<file path="config.mk">
export PLATFORM = sky130hd
export DESIGN_NAME = icd_front
export DESIGN_NICKNAME = d
export VERILOG_FILES = /design/src/hw/rtl/icd_pkg.sv /design/src/hw/rtl/icd_front.sv
export SDC_FILE = /design/constraint.sdc
export NUM_CORES = 1
export LEC_CHECK = 0
export BUFFER_PORTS_ARGS = -buffer_cell sky130_fd_sc_hd__clkbuf_2
export CORE_ASPECT_RATIO = 0.5
export CORE_MARGIN = 2
export CORE_UTILIZATION = 52
export CTS_BUF_LIST = sky130_fd_sc_hd__clkbuf_8
export DETAILED_ROUTE_END_ITERATION = 7
export GPL_ROUTABILITY_DRIVEN = 0
export PLACE_DENSITY = 0.95
export SLEW_MARGIN = 30
export SYNTH_ARGS = -nofsm -noshare
export SYNTH_HDL_FRONTEND = slang
export SYNTH_SLANG_ARGS = --single-unit
</file>
<file path="constraint.sdc">
create_clock -name clk -period 4.6 [get_ports clk]
set_input_delay 0.92 -clock clk [delete_from_list [all_inputs] [get_ports clk]]
set_output_delay 0.92 -clock clk [all_outputs]
set_load 0.05 [all_outputs]
</file>
<file path="src/hw/rtl/icd_pkg.sv">
// Shared types and constants for the icon declutter occupancy grid.
`default_nettype none

package icd_pkg;

    // Bitmap storage
    localparam int GRID_WORDS = 1024;
    localparam int WORD_AW    = $clog2(GRID_WORDS);
    localparam int GW_W       = 11;

    // Field widths
    localparam int COORD_W    = 12;
    localparam int SIDE_W     = 8;
    localparam int CELL_W     = 2 * COORD_W + 1;
    localparam int CELL_OUT_W = 15;
    localparam int BIT_W      = 5;
    localparam int STEP_W     = $clog2(COORD_W);

    // Front queue
    localparam int QDEPTH = 2;
    localparam int QAW    = $clog2(QDEPTH);
    localparam int QCW    = $clog2(QDEPTH + 1);

    // Configuration port
    localparam int CFG_AW = 3;
    localparam int CFG_DW = 12;

    localparam logic [CFG_AW-1:0] REG_CELL_SIZE     = 3'd0;
    localparam logic [CFG_AW-1:0] REG_VIEW_WIDTH    = 3'd1;
    localparam logic [CFG_AW-1:0] REG_VIEW_HEIGHT   = 3'd2;
    localparam logic [CFG_AW-1:0] REG_CELLS_PER_ROW = 3'd3;
    localparam logic [CFG_AW-1:0] REG_GRID_WORDS    = 3'd4;

    localparam logic [SIDE_W-1:0]  RST_CELL_SIZE     = 8'd16;
    localparam logic [COORD_W-1:0] RST_VIEW_WIDTH    = 12'd256;
    localparam logic [COORD_W-1:0] RST_VIEW_HEIGHT   = 12'd256;
    localparam logic [COORD_W-1:0] RST_CELLS_PER_ROW = 12'd16;
    localparam logic [GW_W-1:0]    RST_GRID_WORDS    = 11'd8;

    // Result status codes
    localparam logic [2:0] ST_DRAWN   = 3'd0;
    localparam logic [2:0] ST_REJECT  = 3'd1;
    localparam logic [2:0] ST_BEYOND  = 3'd2;
    localparam logic [2:0] ST_TAKEN   = 3'd3;
    localparam logic [2:0] ST_CLEARED = 3'd4;

    // Request class decided by the front
    typedef enum logic [1:0] {
        KIND_CLEAR  = 2'd0,
        KIND_REJECT = 2'd1,
        KIND_ICON   = 2'd2
    } kind_t;

    typedef struct packed {
        kind_t              kind;
        logic [COORD_W-1:0] ux;
        logic [COORD_W-1:0] uy;
    } q_entry_t;

    // Queue head as seen by the back
    typedef struct packed {
        logic     valid;
        q_entry_t entry;
    } front_out_t;

    // Back to front control
    typedef struct packed {
        logic pop;
        logic busy;
    } back_ctl_t;

    typedef struct packed {
        logic [SIDE_W-1:0]  cell_size;
        logic [COORD_W-1:0] view_width;
        logic [COORD_W-1:0] view_height;
        logic [COORD_W-1:0] cells_per_row;
        logic [GW_W-1:0]    grid_words;
    } cfg_t;

endpackage

`default_nettype wire

</file>
<file path="src/hw/rtl/icd_front.sv">
// Front: classifies incoming requests and holds them in a short queue.
`default_nettype none

module icd_front (
    input  wire logic                     clk,
    input  wire logic                     rst_n,
    input  wire logic                     in_valid,
    output logic                          in_ready,
    input  wire logic                     action,
    input  wire logic signed [15:0]       pos_x,
    input  wire logic signed [15:0]       pos_y,
    input  wire logic                     has_picture,
    input  wire icd_pkg::cfg_t            cfg,
    input  wire icd_pkg::back_ctl_t       ctl,
    output icd_pkg::front_out_t           head
);
    import icd_pkg::*;

    q_entry_t          fifo_mem [QDEPTH];
    logic [QAW-1:0]    wr_ptr_reg;
    logic [QAW-1:0]    rd_ptr_reg;
    logic [QCW-1:0]    count_reg;
    logic [QCW-1:0]    count_next;
    logic              push;
    logic              x_out;
    logic              y_out;
    logic              reject;
    q_entry_t          entry;

    // Classification
    always_comb
    begin
        x_out  = pos_x[15] || (pos_x[14:0] >= {3'b000, cfg.view_width});
        y_out  = pos_y[15] || (pos_y[14:0] >= {3'b000, cfg.view_height});
        reject = x_out || y_out || !has_picture;
        entry.ux = pos_x[COORD_W-1:0];
        entry.uy = pos_y[COORD_W-1:0];
        if (!action)
        begin
            entry.kind = KIND_CLEAR;
        end
        else if (reject)
        begin
            entry.kind = KIND_REJECT;
        end
        else
        begin
            entry.kind = KIND_ICON;
        end
    end

    assign in_ready   = (count_reg != QCW'(QDEPTH)) && !ctl.busy;
    assign push       = in_valid && in_ready;
    assign head.valid = (count_reg != '0);
    assign head.entry = fifo_mem[rd_ptr_reg];

    always_comb
    begin
        count_next = count_reg;
        if (push && !ctl.pop)
        begin
            count_next = count_reg + 1'b1;
        end
        else if (!push && ctl.pop)
        begin
            count_next = count_reg - 1'b1;
        end
    end

    // Queue pointers
    always_ff @(posedge clk or negedge rst_n)
    begin
        if (!rst_n)
        begin
            wr_ptr_reg <= '0;
            rd_ptr_reg <= '0;
            count_reg  <= '0;
        end
        else
        begin
            count_reg <= count_next;
            if (push)
            begin
                wr_ptr_reg <= (wr_ptr_reg == QAW'(QDEPTH - 1)) ? '0 : wr_ptr_reg + 1'b1;
            end
            if (ctl.pop)
            begin
                rd_ptr_reg <= (rd_ptr_reg == QAW'(QDEPTH - 1)) ? '0 : rd_ptr_reg + 1'b1;
            end
        end
    end

    // Queue storage
    always_ff @(posedge clk)
    begin
        if (push)
        begin
            fifo_mem[wr_ptr_reg] <= entry;
        end
    end

`ifndef ASSERT_OFF
    a_count_bound: assert property (@(posedge clk) disable iff (!rst_n)
        count_reg <= QCW'(QDEPTH))
        else $error("front queue over depth");

    a_push_grows: assert property (@(posedge clk) disable iff (!rst_n)
        (push && !ctl.pop) |=> (count_reg == $past(count_reg) + 1'b1))
        else $error("front queue count lost a push");
`endif

endmodule

`default_nettype wire

</file>
# After elaboration in Yosys (flattened, before gate mapping)
# Memory sizes are Yosys's and may differ from the RTL's.
# Index checks and enable logic that the tools add are counted.
# totals
input_bits,94
elab_cells,33
ff_bits,4
ram_bits,52
mem_count,1
# classes
eq_ne,1
n_lt_le_gt_ge,2
n_reduce_logical,14
addsub,4
n_mux,8
# memory_table
memory,depth,width,rd,rd_clocked_by_memory_dff,write_ports,line_no,source
fifo_mem,2,26,1,0,1,icd_front.sv:19,q_entry_t fifo_mem [QDEPTH];
# ops
cell,count
15-bit by 12-bit greater-or-equal comparator with 1-bit output,2
2-bit two-way mux,4
1-bit logical AND,4
1-bit logical NOT,4
1-bit logical OR,4
1-bit two-way mux,4
2-bit nonzero test,2
"1-bit adder, second input constant",2
"2-bit by 1-bit adder with 2-bit output, second input constant",1
"2-bit inequality test, second input constant",1
"2-bit by 1-bit subtractor with 2-bit output, second input constant",1

# Logic depth before layout (Yosys ltp)
# logic_depth
word_depth,7
mapped_depth,8

# Worst setup path before layout
# No wires, ideal clock.
# synth_path
path_type,input to register
start,in ctl[0] (netlist bit)
end,"mem fifo_mem[0][0] (netlist bit), enable pin"
path_buffers,0
setup_ps,409
arrival_ps,3146
path_slack_ps,1045
cell_stages,3
required_time_ps,4191
cell_sequence,a21oi_1 > nand2_1 > nor2_1
# synth_via
elab_chain_len,5
# synth_rtl
item,line_no,source
start: declaration,icd_front.sv:14,"input wire icd_pkg::back_ctl_t ctl,"
1-bit logical NOT,icd_front.sv:52,assign in_ready = (count_reg != QCW'(QDEPTH)) && !ctl.busy;
1-bit logical AND,icd_front.sv:52,
1-bit logical AND,icd_front.sv:53,assign push = in_valid && in_ready;
1-bit two-way mux,icd_front.sv:96,if (push)
1-bit two-way mux (not written as such),icd_front.sv:98,fifo_mem[wr_ptr_reg] <= entry;
end: declaration,icd_front.sv:19,
# No other way between the ends.

==> impl_metrics.toml <==
[timing]
max_freq_mhz = 375
tns_ns = 0
min_period_ns = 2.67
period_share = 0.580
hold_viol = 0
fin_skew_ns = 0.00813
setup_viol = 0
finalMaxSlewViolations = 0
tightest_slew_ns = 0.628
rsz0062_at_grt = "false"
max_slew_margin = 0.581

[run_status]
status = "completed"

[clocking]
cts_buffers = 5
cts_setup_buffers = 0
cts_tree = "done"
clockBufferDepth = 2
cts.repair.resized = 0
path_clk_slew_ns = 0.09
clock_latency_ns = 0.30
hold_buffers = 0
root_buffer = "clkbuf_8"
cts_sinks = 56
h-tree-depth = 2

[grt]
grt_max_degree = 28
grt-ovfl-total = 0
antenna_found_initial = 0
grt_usage = 0.188
grt_pass1_wl_mm = 8.07
grt_pass1_vias = 1813

[floorplanning]
core-area_sq_um = 4980
start_util = 0.543
rows = 18
die_area_sq_um = 5830
die_h_um = 55.0
fp.dieW_um = 106
io_pins = 122

[yosys]
synth_cell_type_count = 27
synthMuxAreaShare = 0.108
syn_inst = 192
synthTopCellsByArea = "edfxtp_1, ha_1, mux2_2"
yosys_register_bits = 56
syn-num-nets = 311
yosys_warnings = 0
synth-adder-area-share = 0.116
yosysTopAreaCell = "edfxtp_1"
avgSynthCellArea_sq_um = 14.1
netlist.area_leader.share = 0.578
synth_simple_gate_area_share = 0.0569
syn_area_sq_um = 2700
seq_area_frac_synth = 0.615
synth_top_family_by_area = "adder cells"
synth_xor_area_frac = 0.0162
synth_compound_area_frac = 0.0440

[min_path]
min_path_type = "in2async"

[final_layout]
multi_input_area_sq_um = 925
largest_register_ffs = 52
diodes = 0
final_area_sq_um = 3330
fin_nets = 407
final_common_cell = "clkbuf_2"
area_growth_pct = 23.0
nFillCells = 362
most-common-layout-cells = "clkbuf_2, edfxtp_1, inv_1, mux2_2, ha_1"
drive_gt1_frac = 0.439
seq_area_sq_um = 1660
instances_no_fill = 359

[routing]
firstDrtPassIters = 4
wl_mm = 5.23
drc_errors = 0
wl_per_cell_um = 14.6
drt_iter0_markers = 53
antenna_left = 0
via_count = 1819
via_per_inst = 5.07

[critical_path]
crit_path_end_kind = "output port"
startpoint_type = "register"
r2r_cells = 5
required_ns = 3.68
cp.arrival_ns = 1.75
cp_max_fo = 27
critical_path_class = "reg2out"

[placed_design]
io_buffers = 90
dp_hpwl_mm = 4.08
dpl-instance-area_sq_um = 3250
dp_cells = 351

[power_and_ir_drop]
p_per_area_nw_per_um2 = 492
leakagePower_nw = 1.49
p_total_w = 0.00164
ir_drop_uv = 210

[run]
cap_violations = 0
==> through the flow <==
step	hold WS, ns	utilization	setup WS [ns]
2_1_floorplan	0.455	-	1.04
3_3_place_gp	0.471	0.652	1.84
3_5_place_dp	0.507	0.652	1.83
4_1_cts	0.405	0.668	1.92
5_1_grt	0.406	0.668	1.86
6_report	0.408	0.668	1.93
==> worst paths after layout <==
kind | to | slack (ns) | from
max | head[15] | 1.93 | rd_ptr_reg
min | rd_ptr_reg | 0.41 | rst_n
max reg2reg | fifo_mem[0][7] | 2.74 | count_reg[0]
min reg2reg | count_reg[1] | 0.52 | count_reg[1]
max in group asynchronous | rd_ptr_reg | 4.05 | rst_n
min in group clk | count_reg[1] | 0.52 | count_reg[1]
==> logic make-up (layout without fill, tap and decap cells) <==
kind of cell,count (synthesis),after routing
buffers and inverters,31,128
flip-flops,56,56
multiplexers,26,26
AND/OR/NAND/NOR,30,30
AO/OA/AOI/OAI,19,19
adder cells (fa/ha/maj),25,25
XOR/XNOR,5,5
==> synth_stat cells, drive strengths merged <==
| cell type | n |
|---|---|
| nand3 | 4 |
| or4b | 1 |
| and3 | 1 |
| mux2 | 26 |
| o31ai | 1 |
| edfxtp | 52 |
| nor2 | 10 |
| ha | 25 |
| a211oi | 3 |
| nor3 | 2 |
| xor2 | 3 |
| nand3b | 1 |
| o2111ai | 1 |
| nor4 | 1 |
| or2 | 1 |
| inv | 28 |
| dfrtp | 4 |
| xnor2 | 2 |
| a21oi | 7 |
| nand2 | 4 |
| o311ai | 1 |
| nand4 | 4 |
| buf | 3 |
| a221oi | 1 |
| a21boi | 1 |
| o21ai | 4 |
| and2 | 1 |
==> per-layer routing <==
metal	global-route usage	up-vias	part of all wire
li1	-	898	-
met1	0.200	867	0.39
met2	0.386	48	0.55
met3	0.0480	6	0.051
met4	0.0570	0	0.010
met5	0	-	0
==> critical path, cell delays in order, from the launching register on <==
cell and delay, ns:
dfrtp_2 0.77, mux2_2 0.41, clkbuf_2 0.24
==> power by group <==
group	switching, W	internal (W)
clock	0.000144	0.000102
sequential	0.0000741	0.000640
combinational	0.000462	0.000215
==> cell type report <==
| class | instances | area share |
|---|---|---|
| Clock buffer | 5 | 0.0207 |
| Clock inverter | 3 | 0.00339 |
| Inverter | 28 | 0.0316 |
| Multi-Input combinational cell | 105 | 0.278 |
| Sequential cell | 56 | 0.500 |
| Tap cell | 70 | 0.0263 |
| Timing Repair Buffer | 92 | 0.140 |
Power figures use the tool's default switching activity.
